===== src/rtl/core/pidfd_pkg.sv =====
// Package for the filtered-derivative PID block: types, codes and sizes.
// No dependencies; every other file of the block imports it.
package pidfd_pkg;

    localparam int unsigned DATA_W   = 32;
    localparam int unsigned WEIGHT_W = 17;
    localparam int unsigned CMD_W    = 2;
    localparam int unsigned CFG_IDX_W = 4;
    localparam int unsigned OPND_W   = DATA_W + 1;      // multiplier operand
    localparam int unsigned PROD_W   = 2 * OPND_W;      // full product / wide sums
    localparam int unsigned FRAC_W   = 16;
    localparam int unsigned NUM_W    = DATA_W + FRAC_W; // divider dividend
    localparam int unsigned DEF_DIV_W = DATA_W;         // default divisor width

    typedef enum logic [CMD_W-1:0] {
        CMD_ERR_DIFF   = 2'd0,
        CMD_ERR_DIRECT = 2'd1,
        CMD_CLEAR      = 2'd2,
        CMD_UNUSED     = 2'd3
    } cmd_t;

    typedef enum logic [CFG_IDX_W-1:0] {
        REG_GAIN_P    = 4'd0,
        REG_GAIN_I    = 4'd1,
        REG_GAIN_D    = 4'd2,
        REG_INT_FLOOR = 4'd3,
        REG_INT_CEIL  = 4'd4,
        REG_OUT_FLOOR = 4'd5,
        REG_OUT_CEIL  = 4'd6,
        REG_WEIGHT    = 4'd7
    } cfg_idx_t;

    typedef enum logic [3:0] {
        S_IDLE,
        S_INT_MUL,
        S_INT_ADD,
        S_DIV,
        S_FLT_MUL,
        S_FLT_ADD,
        S_DRV_P,
        S_DRV_I,
        S_DRV_D,
        S_DRV_SUM,
        S_DRV_CLAMP,
        S_OUT
    } state_t;

    typedef struct packed {
        logic start;
    } div_ctrl_t;

    typedef struct packed {
        logic busy;
        logic done;
    } div_stat_t;

endpackage


===== src/rtl/core/pidfd_mul.sv =====
// Shared signed multiplier with registered product.
// Depends on pidfd_pkg.
module pidfd_mul
    import pidfd_pkg::*;
(
    input  logic                     clk,
    input  logic signed [OPND_W-1:0] a,
    input  logic signed [OPND_W-1:0] b,
    output logic signed [PROD_W-1:0] prod
);
    logic signed [PROD_W-1:0] prod_reg;

    always_ff @(posedge clk)
    begin
        prod_reg <= a * b;
    end

    assign prod = prod_reg;
endmodule


===== config.mk =====
export PLATFORM = sky130hd
export DESIGN_NAME = pidfd_mul
export DESIGN_NICKNAME = d
export VERILOG_FILES = /design/src/rtl/core/pidfd_pkg.sv /design/src/rtl/core/pidfd_mul.sv
export SDC_FILE = /design/constraint.sdc
export NUM_CORES = 2
export LEC_CHECK = 0
export BUFFER_PORTS_ARGS = -buffer_cell sky130_fd_sc_hd__buf_2
export CAP_MARGIN = 20
export CORE_MARGIN = 3
export CORE_UTILIZATION = 45
export DETAILED_ROUTE_END_ITERATION = 8
export SLEW_MARGIN = 20
export SYNTH_ARGS = -nofsm -noshare
export SYNTH_HDL_FRONTEND = slang
export SYNTH_SLANG_ARGS = --single-unit

===== constraint.sdc =====
create_clock -name clk -period 11.5 [get_ports clk]
set_input_delay 3.45 -clock clk [delete_from_list [all_inputs] [get_ports clk]]
set_output_delay 3.45 -clock clk [all_outputs]
set_load 0.1 [all_outputs]

* Word-level counts from Yosys, hierarchy flattened *
Cells that the tools add are included.

storage, ports and cells
  bits in registers = 66
  input port bits = 67
  output and inout bits = 66
  logic and storage cells = 2

cells by class
  multiply operators = 1

operators with widths
  cell                                            number
  33-bit by 33-bit multiplier with 66-bit output  1

* Longest topological paths before layout *
  depth in word-level cells = 1
  depth in mapped cells = 27
  depth with buffers taken out = 26

* Worst setup path after synthesis *
Ideal clock, no wire load.

  kind = input to register
  start = input port a[32]
  end = register prod_reg[62] (netlist: prod[62])
  arrival = 10607 ps
  cell stages on the path = 23
  path buffers = 2
  slack = 814 ps
  cells stage by stage = clkbuf_1 > nand2_1 > inv_1 > fa_1 > fa_1 > fa_1 > fa_1 > fa_1 > fa_1 > fa_1 > inv_1 > fa_1 > inv_1 > ha_1 > clkbuf_1 > and3_1 > nand3_1 > nand2b_1 > a2111oi_4 > a211oi_4 > a21o_2 > a21o_1 > a211oi_2

between the ends
  word-level cells in the longest chain between the ends = 1

RTL lines
  what                                            line             source
  start, declared                                 pidfd_mul.sv:7   input logic signed [OPND_W-1:0] a,
  33-bit by 33-bit multiplier with 66-bit output  pidfd_mul.sv:15  prod_reg <= a * b;
  end signal, assigned                            pidfd_mul.sv:15
  end, declared                                   pidfd_mul.sv:11  logic signed [PROD_W-1:0] prod_reg;

Every way passes these cells.

* Worst setup path in the final report *
  start = input port b[3]
  end = register prod_reg[58] (netlist: prod[58])

between the ends
  word-level cells in the longest chain between the ends = 1

RTL lines
  what                                            line             source
  start, declared                                 pidfd_mul.sv:8   input logic signed [OPND_W-1:0] b,
  33-bit by 33-bit multiplier with 66-bit output  pidfd_mul.sv:15

Every way passes these cells.

==> impl_summary.txt <==
----------------------------------------------------
[Clocking]
  H-tree depth reported by CTS ... 3
  Root Buffer Master ... sky130_fd_sc_hd__clkbuf_16
  Clock sink count ... 66
  Number of cells upsized or downsized after cts ... 0
  Clock slew seen by the registers of the worst setup and hold paths ... 70 ps
  Num CTS Buffers ... 9
  TritonCTS clock tree ... built
  Count of hold buffers inserted by post-cts repair ... 0
  Number of post-CTS setup repair buffers ... 0
  CTS Buffer Depth ... 2

[GRT]
  Initial antenna violation count ... 7
  Aggregate global routing overflow ... 0
  Met3 demand-to-capacity share in global routing ... 0.0261
  Total global-route track usage ... 0.248
  Number of global-route vias before repair ... 31668
  Wire length of the first global-routing pass ... 179000 um
  Met2 track demand over resource ... 0.435
  Met1 capacity usage during global routing ... 0.312
  Largest net degree at the start of global routing ... 34
  GRT busiest layer ... met2

[Worst setup path]
  Required time at the worst-slack endpoint ... 11780 ps
  Highest cell delay on the worst timing path ... 590 ps
  Cell with the largest stage delay on the worst path ... sky130_fd_sc_hd__a22oi_1
  Critical path data arrival time ... 11260 ps
  Worst Path Class, Setup ... primary input to flip-flop
  Most prevalent standard cell on the critical path ... sky130_fd_sc_hd__fa_1
  Kind of capture point of the worst setup path ... flip-flop
  Worst-path fanout max ... 22
  Crit start category ... primary input

[Logic synthesis]
  Count of flip-flops with a built-in enable after synthesis ... 0
  Netlist cell types ... 80
  Synthesized flop and latch total ... 66
  Proportion of synthesized flip-flops having asynchronous set or reset ... 0
  Cell types with the largest area share after synthesis ... sky130_fd_sc_hd__fa_1, sky130_fd_sc_hd__inv_1, sky130_fd_sc_hd__and2_1
  Primary flip-flop cell chosen by synthesis mapping ... sky130_fd_sc_hd__dfxtp_1
  Total number of yosys warnings ... 0
  Mean instance size in the synthesized netlist ... 9.39 sq um
  Fraction of synthesized cell area taken by the top area cell type ... 0.563
  Area leader, netlist ... sky130_fd_sc_hd__fa_1
  Synthesized netlist cell count ... 4338
  Fraction of the yosys area taken by sequential cells ... 0.0324
  Post-synthesis instance area ... 40700 sq um
  Most used standard cells in the synthesized netlist ... sky130_fd_sc_hd__fa_1, sky130_fd_sc_hd__inv_1, sky130_fd_sc_hd__and2_1
  Most common cell in the synthesized netlist ... sky130_fd_sc_hd__fa_1
  Synthesized net count ... 5767

[Finish]
  Fin util ... 0.488
  Growth of design area from synthesis to finish ... 6.59%
  Fin nets ... 5822
  Register Area ... 1320 sq um
  Fill cells ... 8606
  Number of flip-flops in the largest register ... 66
  Final Cell Area ... 43400 sq um
  Ratio of cells with drive above 1 in the final layout ... 0.0725
  Area of the multi-input gates ... 34300 sq um

[Routing]
  Average wire per cell in the routed design ... 19.7 um
  Initial DRT Pass Iterations ... 7
  Routed WL ... 109000 um
  Detailed router's first-iteration violation count ... 1523
  Number of vias in the routed layout ... 28448
  Vias per inst ... 5.11
  DR DRC count ... 0
  Count of antenna-violating nets left after detailed routing ... 0

[Timing]
  Final critical-path share of the clock period ... 0.955
  RSZ-0062 raised after global routing ... false
  Final slew viol count ... 0
  Worst-case headroom to the max-slew limit ... 0.470
  Final critical path time including I/O delays and setup ... 10980 ps
  Highest clock rate ... 91.1 MHz
  Setup_tns ... 0 ps
  Slew @ Worst Pin ... 794 ps
  Number of hold-slack violations in the final timing report ... 0
  Setup-failing EPs final ... 0

[Placement]
  Placed wire-length estimate ... 94200 um
  Instance area at placement ... 43100 sq um
  Number of buffer cells added on primary ports ... 132
  GP Congestion ... 0.914

[Die]
  Die Outline Area ... 94200 sq um
  Chip height ... 307 um
  Horiz. Die Dim ... 307 um
  Placeable core area ... 89100 sq um
  Standard-cell rows ... 109
  Initial Util ... 0.457
  I/O pin count ... 133

[Min path]
  Beginning of the worst hold path ... b[0]
  Class of the most critical hold timing path ... primary input to flip-flop
  Number of instances on the worst hold path ... 3
  Hold Path End ... prod[0]

[Run status]
  Outcome ... completed

[Flow run]
  Max-cap check violation count ... 0

----------------------------------------------------
## worst max-delay path: cells and delay by family
kind	cells	cell delay, ps
buffers and inverters	8	1230
AOI/OAI and AO/OA	6	1680
adders and majority gates	9	4390
and+or+nand+nor	3	490
## stage by stage
step / instances / setup WS (ps) / hold slack (ps)
floorplan: 4338 / 814 / 3580
global placement: 5547 / 363 / 4000
detailed placement: 5547 / 202 / 4000
CTS: 5563 / 641 / 3710
global route: 5566 / 152 / 3760
finish: 5567 / 521 / 3770
## how the worst max path moves through the flow
stage / from / slack (ps) / end / cells past startpoint
after floorplan: a[32] / 810 / prod[62] / 23
after global placement: b[3] / 360 / prod[58] / 26
after detailed placement: b[3] / 200 / prod[58] / 26
after CTS: b[3] / 640 / prod[58] / 26
after global routing: b[3] / 150 / prod[58] / 26
final: b[3] / 520 / prod[58] / 26
## cell families (layout without fill, tap and decap cells)
group	after synthesis	in the layout	synth area share
DFF	66	66	0.0324
and+or+nand+nor	1271	1271	0.158
other	0	4	0
buffers and inverters	1352	1412	0.125
AOI/OAI and AO/OA	219	219	0.0407
adders and majority gates	1362	1362	0.629
xor gates and xnor gates	68	68	0.0146
## final cells by class
type / instances / area share
multi-input cells: 2920 / 0.790
inverters: 1131 / 0.0978
repair buffers: 265 / 0.0411
well taps: 1165 / 0.0336
flip-flops and latches: 66 / 0.0304
clock buffers: 10 / 0.00550
clock inverters: 6 / 0.000951
diodes: 4 / 0.000231
## metal layers
layer	share of wire	up-vias
met3	0.044	157
met4	0.045	4
li1	-	12444
met2	0.52	693
met5	0.00025	-
met1	0.39	15150
## cell usage in the layout (no fill, tap or decap), types with 4 or more instances in the layout
master / synthesis / routed
sky130_fd_sc_hd__a211o_1: 6 / 6
sky130_fd_sc_hd__inv_1: 1131 / 1131
sky130_fd_sc_hd__nor3_1: 7 / 7
sky130_fd_sc_hd__buf_12: 0 / 10
sky130_fd_sc_hd__nand2_1: 551 / 551
sky130_fd_sc_hd__o21ai_1: 6 / 6
sky130_fd_sc_hd__o211ai_1: 4 / 4
sky130_fd_sc_hd__ha_1: 217 / 217
sky130_fd_sc_hd__and2_1: 562 / 562
sky130_fd_sc_hd__o21ai_0: 25 / 25
sky130_fd_sc_hd__o21bai_1: 11 / 11
sky130_fd_sc_hd__diode_2: 0 / 4
sky130_fd_sc_hd__nor2b_1: 5 / 5
sky130_fd_sc_hd__fa_1: 1145 / 1144
sky130_fd_sc_hd__a31oi_1: 8 / 8
sky130_fd_sc_hd__xor2_1: 25 / 25
sky130_fd_sc_hd__clkbuf_16: 0 / 9
sky130_fd_sc_hd__a21o_1: 36 / 36
sky130_fd_sc_hd__nor2_1: 68 / 68
sky130_fd_sc_hd__dfxtp_1: 66 / 66
sky130_fd_sc_hd__a21oi_1: 57 / 57
sky130_fd_sc_hd__nand2b_1: 12 / 12
sky130_fd_sc_hd__o21a_1: 6 / 6
sky130_fd_sc_hd__buf_2: 11 / 132
sky130_fd_sc_hd__xnor2_1: 43 / 43
sky130_fd_sc_hd__and4_1: 5 / 5
sky130_fd_sc_hd__nand3_1: 25 / 25
sky130_fd_sc_hd__nand4_1: 11 / 11
sky130_fd_sc_hd__a211oi_1: 7 / 7
sky130_fd_sc_hd__buf_4: 0 / 123
sky130_fd_sc_hd__and3_1: 5 / 5
Power is not shown: default switching activity piles up to over one toggle a cycle in this logic, so the estimate is an artifact.
