--- src/rtl/core/pidfd_pkg.sv ---
// Package for the filtered-derivative PID block: types, codes and sizes.
// No dependencies; every other file of the block imports it.
package pidfd_pkg;

    localparam int unsigned DATA_W   = 32;
    localparam int unsigned WEIGHT_W = 17;
    localparam int unsigned CMD_W    = 2;
    localparam int unsigned CFG_IDX_W = 4;
    localparam int unsigned OPND_W   = DATA_W + 1;      // multiplier operand
    localparam int unsigned PROD_W   = 2 * OPND_W;      // full product / wide sums
    localparam int unsigned FRAC_W   = 16;
    localparam int unsigned NUM_W    = DATA_W + FRAC_W; // divider dividend
    localparam int unsigned DEF_DIV_W = DATA_W;         // default divisor width

    typedef enum logic [CMD_W-1:0] {
        CMD_ERR_DIFF   = 2'd0,
        CMD_ERR_DIRECT = 2'd1,
        CMD_CLEAR      = 2'd2,
        CMD_UNUSED     = 2'd3
    } cmd_t;

    typedef enum logic [CFG_IDX_W-1:0] {
        REG_GAIN_P    = 4'd0,
        REG_GAIN_I    = 4'd1,
        REG_GAIN_D    = 4'd2,
        REG_INT_FLOOR = 4'd3,
        REG_INT_CEIL  = 4'd4,
        REG_OUT_FLOOR = 4'd5,
        REG_OUT_CEIL  = 4'd6,
        REG_WEIGHT    = 4'd7
    } cfg_idx_t;

    typedef enum logic [3:0] {
        S_IDLE,
        S_INT_MUL,
        S_INT_ADD,
        S_DIV,
        S_FLT_MUL,
        S_FLT_ADD,
        S_DRV_P,
        S_DRV_I,
        S_DRV_D,
        S_DRV_SUM,
        S_DRV_CLAMP,
        S_OUT
    } state_t;

    typedef struct packed {
        logic start;
    } div_ctrl_t;

    typedef struct packed {
        logic busy;
        logic done;
    } div_stat_t;

endpackage

--- src/rtl/core/pidfd_div.sv ---
// Restoring unsigned divider, one quotient bit per cycle.
// Depends on pidfd_pkg.
module pidfd_div
    import pidfd_pkg::*;
#(
    parameter int unsigned NW = NUM_W,
    parameter int unsigned DW = DEF_DIV_W
)
(
    input  logic          clk,
    input  logic          rst_n,
    input  div_ctrl_t     ctrl,
    input  logic [NW-1:0] num,
    input  logic [DW-1:0] den,
    output div_stat_t     stat,
    output logic [NW-1:0] quo
);
    localparam int unsigned CNT_W = $clog2(NW + 1);

    logic [NW-1:0]    q_reg, q_next;
    logic [DW:0]      rem_reg, rem_next;
    logic [DW-1:0]    den_reg;
    logic [CNT_W-1:0] cnt_reg, cnt_next;
    logic             busy_reg, busy_next;
    logic             done_reg, done_next;
    logic [DW:0]      trial;

    always_comb
    begin
        q_next    = q_reg;
        rem_next  = rem_reg;
        cnt_next  = cnt_reg;
        busy_next = busy_reg;
        done_next = 1'b0;
        trial     = {rem_reg[DW-1:0], q_reg[NW-1]};
        if (ctrl.start)
        begin
            q_next    = num;
            rem_next  = '0;
            cnt_next  = CNT_W'(NW);
            busy_next = 1'b1;
        end
        else if (busy_reg)
        begin
            if (trial >= {1'b0, den_reg})
            begin
                rem_next = trial - {1'b0, den_reg};
                q_next   = {q_reg[NW-2:0], 1'b1};
            end
            else
            begin
                rem_next = trial;
                q_next   = {q_reg[NW-2:0], 1'b0};
            end
            cnt_next = cnt_reg - 1'b1;
            if (cnt_reg == CNT_W'(1))
            begin
                busy_next = 1'b0;
                done_next = 1'b1;
            end
        end
    end

    always_ff @(posedge clk or negedge rst_n)
    begin
        if (!rst_n)
        begin
            busy_reg <= 1'b0;
            done_reg <= 1'b0;
            cnt_reg  <= '0;
        end
        else
        begin
            busy_reg <= busy_next;
            done_reg <= done_next;
            cnt_reg  <= cnt_next;
        end
    end

    always_ff @(posedge clk)
    begin
        q_reg   <= q_next;
        rem_reg <= rem_next;
        if (ctrl.start)
        begin
            den_reg <= den;
        end
    end

    assign stat.busy = busy_reg;
    assign stat.done = done_reg;
    assign quo       = q_reg;
endmodule

--- config.mk ---
export PLATFORM = sky130hd
export DESIGN_NAME = pidfd_div
export DESIGN_NICKNAME = d
export VERILOG_FILES = /design/src/rtl/core/pidfd_pkg.sv /design/src/rtl/core/pidfd_div.sv
export SDC_FILE = /design/constraint.sdc
export NUM_CORES = 1
export LEC_CHECK = 0
export ABC_AREA = 1
export CORE_MARGIN = 5
export CORE_UTILIZATION = 58
export DETAILED_ROUTE_END_ITERATION = 6
export DONT_BUFFER_PORTS = 1
export GPL_ROUTABILITY_DRIVEN = 0
export HOLD_SLACK_MARGIN = 0.06
export PLACE_DENSITY_LB_ADDON = 0.1
export SLEW_MARGIN = 20
export SYNTH_ARGS = -nofsm -noshare
export SYNTH_HDL_FRONTEND = slang
export SYNTH_SLANG_ARGS = --single-unit
--- constraint.sdc ---
create_clock -name clk -period 2.7 [get_ports clk]
set_clock_uncertainty 0.15 [all_clocks]
set_input_delay 0.135 -clock clk [delete_from_list [all_inputs] [get_ports clk]]
set_output_delay 0.135 -clock clk [all_outputs]
set_load 0.005 [all_outputs]
# --- After elaboration in Yosys (flattened, before gate mapping) ---
# Index checks and enable logic that the tools add are counted.
word_totals:
  romBits: 0
  latchBits: 0
  ff_bits: 120
  mem_count: 0
  inputBits: 83
  wordCells: 23
  mem_bits_rw: 0
  out_inout_bits: 50
classes:
  reduce_logical: 1
  addsub: 2
  multipliers: 0
  bitwise_logic: 0
  div: 0
  magnitude_cmp: 1
  shifts: 0
  mux: 12
  eq_ne: 1
op_table:
  columns: ["cell", "n"]
  rows:
  - ["2-to-1 mux 48 bit", 2]
  - ["greater-or-equal comparator 33 x 32 -> 1 bit", 1]
  - ["2-to-1 mux 32 bit", 1]
  - ["subtractor 32 bit", 1]
  - ["2-to-1 mux 6 bit", 2]
  - ["2-to-1 mux 1 bit", 7]
  - ["== test 6 x 1 -> 1 bit (second input constant)", 1]
  - ["subtractor 6 x 1 -> 6 bit (second input constant)", 1]
  - ["nonzero test 2 bit", 1]

# --- Logic depth before layout (Yosys ltp) ---
logic_depth:
  depth_word: 4
  depth_mapped: 17
  depth_no_buf: 16

# --- Worst setup path after synthesis ---
# OpenSTA, ideal clock, no wires.
synth_timing:
  path_type: "reg2reg"
  start: "register busy_reg"
  end: "register q_reg[0] (netlist: quo[0]), enable pin"
  required_time_ns: 2.118
  arrival_time_ns: 2.108
  synth_period_minus_slack_ns: 2.690
  setup_ns: 0.432
  setup_slack_ns: 0.010
  path_buffers: 1
  stages_incl_launch_ff: 4
  cell_sequence: "dfrtp_1 > nor2_1 > inv_1 > clkbuf_1"
synth_via:
  elab_chain_len: 1
synth_rtl:
  columns: ["item", "line_no", "rtl"]
  rows:
  - ["from (decl)", "pidfd_div.sv:24", "logic busy_reg, busy_next;"]
  - ["from (signal assigned)", "pidfd_div.sv:74", "busy_reg <= busy_next;"]
  - ["nonzero test 2 bit (no source line)", null, null]
  - ["to (signal assigned)", "pidfd_div.sv:82", "q_reg <= q_next;"]
  - ["to (decl)", "pidfd_div.sv:20", "logic [NW-1:0] q_reg, q_next;"]
# Every way passes these cells.
# A chain may end at the register's enable or synchronous reset.

# --- Final worst setup path ---
layout_timing:
  start: "register den_reg[3]"
  end: "register rem_reg[14]"
layout_via:
  elab_chain_len: 2
  elab_cells_between_ends: 3
  classes_between: "add/sub (1); order compare (1); mux (1)"
layout_rtl:
  columns: ["item", "line_no", "rtl"]
  rows:
  - ["from (decl)", "pidfd_div.sv:22", "logic [DW-1:0] den_reg;"]
  - ["from (signal assigned)", "pidfd_div.sv:86", "den_reg <= den;"]
  - ["subtractor 32 bit / greater-or-equal comparator 33 x 32 -> 1 bit (equally long branches)", "pidfd_div.sv:47, pidfd_div.sv:45", null]
  - ["2-to-1 mux 32 bit *", "pidfd_div.sv:45", "if (trial >= {1'b0, den_reg})"]
  - ["to (signal assigned)", "pidfd_div.sv:83", "rem_reg <= rem_next;"]
  - ["to (decl)", "pidfd_div.sv:21", "logic [DW:0] rem_reg, rem_next;"]
# Every way passes the cells marked *; elsewhere a longest branch is shown, timed or not.

==> qor.csv <==
stage,metric,value,unit
logic_synthesis,synth-simple-area-share,35.6,%
logic_synthesis,synth-compound-area-share,3.40,%
cts,h-tree-depth,4,
logic_synthesis,synth_edf_count,80,
cts,cts.clk_slew.worst_paths,0.06,ns
worst_hold_path,hold_class,input port to register,
grt,grt_max_degree,86,
logic_synthesis,syn_inst,1071,
grt,first_global_vias,7053,
power_and_ir_drop,pwr-share-seq,28.4,%
setup_path,startpoint,den_reg[3]$_DFFE_PP_,
worst_hold_path,hp-start,den[12],
setup_path,arrival,2.61,ns
logic_synthesis,syn-cell-area,0.00773,sq mm
placement,dp.cells,1231,
route,drt_iter0_markers,475,
placement,place.port_buffers,0,
sta,finalSetupViolCount,0,
logic_synthesis,muxShareOfSynthArea,0,%
grt,antenna_found_initial,0,
logic_synthesis,synth_top_family_by_area,simple AND/OR/NAND/NOR gates,
sta,max_slew_margin,66.1,%
sta,period_share,91.0,%
grt,grt_pass1_wl,34100,um
floorplan,die_w,125,um
cts,clockRootBuffer,clkbuf_16,
logic_synthesis,synthDistinctLibCells,40,
sta,timing.setup.tns,0,ns
sta,hold_violations,0,
setup_path,ff2ff_path_depth,13,
cts,holdBufCountCts,85,
sta,slew_violations,0,
logic_synthesis,synth-seq-cells,120,
cts,cts_resized,0,
placement,dpl.hpwl,14000,um
logic_synthesis,synth_area_leaders,"edfxtp_1, nand2_1, inv_1, dfxtp_1, ha_1",
floorplan,ios,133,
logic_synthesis,syn_nets,1189,
grt,grt_remaining_overflow,0,
logic_synthesis,synth_fa_ha_area_share,5.76,%
cells_and_area,layoutNonFillerInstCount,1348,
cts,cts_setup_buffers,0,
sta,period_needed,2.46,ns
flow_run,maxCapViolations,0,
sta,grt_setup_unrepaired,no,
cells_and_area,largest_reg_flops,48,
run_status,outcome,"complete, no violations",
setup_path,worst_setup_path_start_kind,register,
cells_and_area,insertedDiodeCount,0,
floorplan,die_y,125,um
cells_and_area,drive_gt1_share,7.85,%
grt,grt_use_total,26.8,%
setup_path,crit_required,2.85,ns
floorplan,start_util,58.8,%
setup_path,ff2ff_setup_slack,0.24,ns
route,vias,6954,
power_and_ir_drop,power_leakage,4.86,nW
cts,clk_path_buf_depth,2,
logic_synthesis,synth_warnings,0,
floorplan,die_area,0.0157,sq mm
setup_path,endpoint_kind,register,
sta,fmax,0.407,GHz
power_and_ir_drop,ir_drop,0.451,mV
setup_path,worst_r2r_startpoint,den_reg[3]$_DFFE_PP_,
cells_and_area,n_fill_cell,1049,
setup_path,critPathCapture,rem_reg[14]$_SDFFE_PP0P_,
setup_path,reg2reg_to,rem_reg[14]$_SDFFE_PP0P_,
cells_and_area,utilization,71.3,%
logic_synthesis,yosysSeqAreaShare,42.0,%
power_and_ir_drop,power.net_switching,0.00374,W
cts,tritoncts.num_buffers,17,
cts,clk_latency,0.43,ns
cells_and_area,fin_nets,1277,
route,drc_errors,0,
power_and_ir_drop,internal_power,0.00532,W
route,drtAntennaViolNets,0,
logic_synthesis,synthArstFlopShare,6.67,%
logic_synthesis,synthFlopType,edfxtp_1,
logic_synthesis,synth_area_leader_cell,edfxtp_1,
power_and_ir_drop,powerDensity,968,mW/mm^2
floorplan,num_rows,42,
cells_and_area,area.growth.synth_to_final,21.2,%
cts,clock_sinks,120,
route,vias_per_cell,5.16,
power_and_ir_drop,swShare,41.3,%
route,first_pass_iters,5,
power_and_ir_drop,p_clk_share,25.8,%
sta,tightest_slew,0.504,ns
route,drt-wirelength-per-cell,15.0,um
route,routed_wl,20200,um
cts,cts_tree,built,
power_and_ir_drop,p_comb_share,45.8,%
logic_synthesis,synth_top_area_share,31.1,%
floorplan,core_region_area,0.0131,sq mm
setup_path,critPathKind,register to register,
logic_synthesis,syn_area_per_cell,7.22,sq um
setup_path,critical_path.max_fanout,31,
logic_synthesis,synth_xor_area_share,1.70,%
## power groups by stage
stage | clock (W) | sequential [W] | combinational, W
4_1_cts | 0.00236 | 0.00257 | 0.00411
5_1_grt | 0.00246 | 0.00262 | 0.00470
2_1_floorplan | 0 | 0.00253 | 0.00325
3_5_place_dp | 0 | 0.00260 | 0.00395
3_3_place_gp | 0 | 0.00260 | 0.00392
6_report | 0.00234 | 0.00258 | 0.00415
## how the worst min path moves through the flow
stage,to,depth (start not counted)
CTS,den_reg[24]$_DFFE_PP_,1
finish,den_reg[12]$_DFFE_PP_,1
detailed placement,cnt_reg[4]$_DFFE_PN0P_,0
floorplan,busy_reg$_DFF_PN0_,0
global route,den_reg[25]$_DFFE_PP_,1
global placement,cnt_reg[4]$_DFFE_PN0P_,0
## critical path, cell delays in order, from the launching register on
cell and delay [ns]:
edfxtp_1 0.35, inv_1 0.06, ha_1 0.33, nand2_1 0.12, nor2_1 0.20, nand3_2 0.12, nand3_2 0.14, nand2_2 0.08
nand2_2 0.09, nand2_4 0.16, nand2_8 0.27, nand2_1 0.09, nand3_1 0.07, o21ai_0 0.09
## cells in the mapped netlist, drive strengths merged (13+ instances only)
cell / n
nor2: 55
buf: 14
edfxtp: 80
inv: 188
xnor2: 13
o21ai: 18
ha: 34
nand3b: 13
a21oi: 26
clkbuf: 14
nand3: 84
nand2: 464
dfxtp: 32
## cell families after synthesis
group,after synthesis
flops,120
fa+ha+maj,35
xor+xnor,15
simple gates,635
buf+inv,217
compound gates,49
## stage by stage
stage	worst slack [ns]	area [sq um]	power, W	hold WS, ns
after detailed placement	0.267	7900	0.00655	-0.310
after floorplan	0.0102	7730	0.00578	-0.311
after global routing	0.0631	9360	0.00978	0.174
after CTS	0.256	9360	0.00904	0.170
after global placement	0.325	7900	0.00652	-0.310
final	0.243	9360	0.00907	0.187
## cell type report
| type | count | area [sq um] | area share, % |
|---|---|---|---|
| Multi-Input combinational cell | 734 | 3590 | 38.4 |
| Clock inverter | 15 | 175 | 1.87 |
| Sequential cell | 120 | 3240 | 34.6 |
| Timing Repair Buffer | 97 | 996 | 10.6 |
| Clock buffer | 17 | 425 | 4.54 |
| Tap cell | 176 | 220 | 2.35 |
| Inverter | 189 | 709 | 7.58 |
## placed cells by master, fill, tap and decap left out, types with 10 or more instances in the layout
| master | instances |
|---|---|
| nand2_1 | 453 |
| dfxtp_1 | 32 |
| o21ai_1 | 11 |
| ha_1 | 34 |
| edfxtp_1 | 80 |
| xnor2_1 | 13 |
| nand3_1 | 72 |
| dlygate4sd3_1 | 84 |
| clkbuf_16 | 17 |
| a21oi_1 | 24 |
| nor2_2 | 10 |
| nand3_2 | 12 |
| nor2_1 | 41 |
| nand3b_1 | 13 |
| nand4_1 | 11 |
| inv_1 | 182 |
## metal layers
metal | wire [um] | part of all wire (%) | track usage [%] | vias to the layer above
li1 | - | - | - | 3507
met1 | 8580 | 42 | 34.2 | 3139
met2 | 9450 | 47 | 44.1 | 265
met3 | 1660 | 8.2 | 6.78 | 43
met4 | 511 | 2.5 | 10.2 | 0
met5 | 0 | 0 | 0 | -
Note: power is estimated with default switching activity, not from simulation.
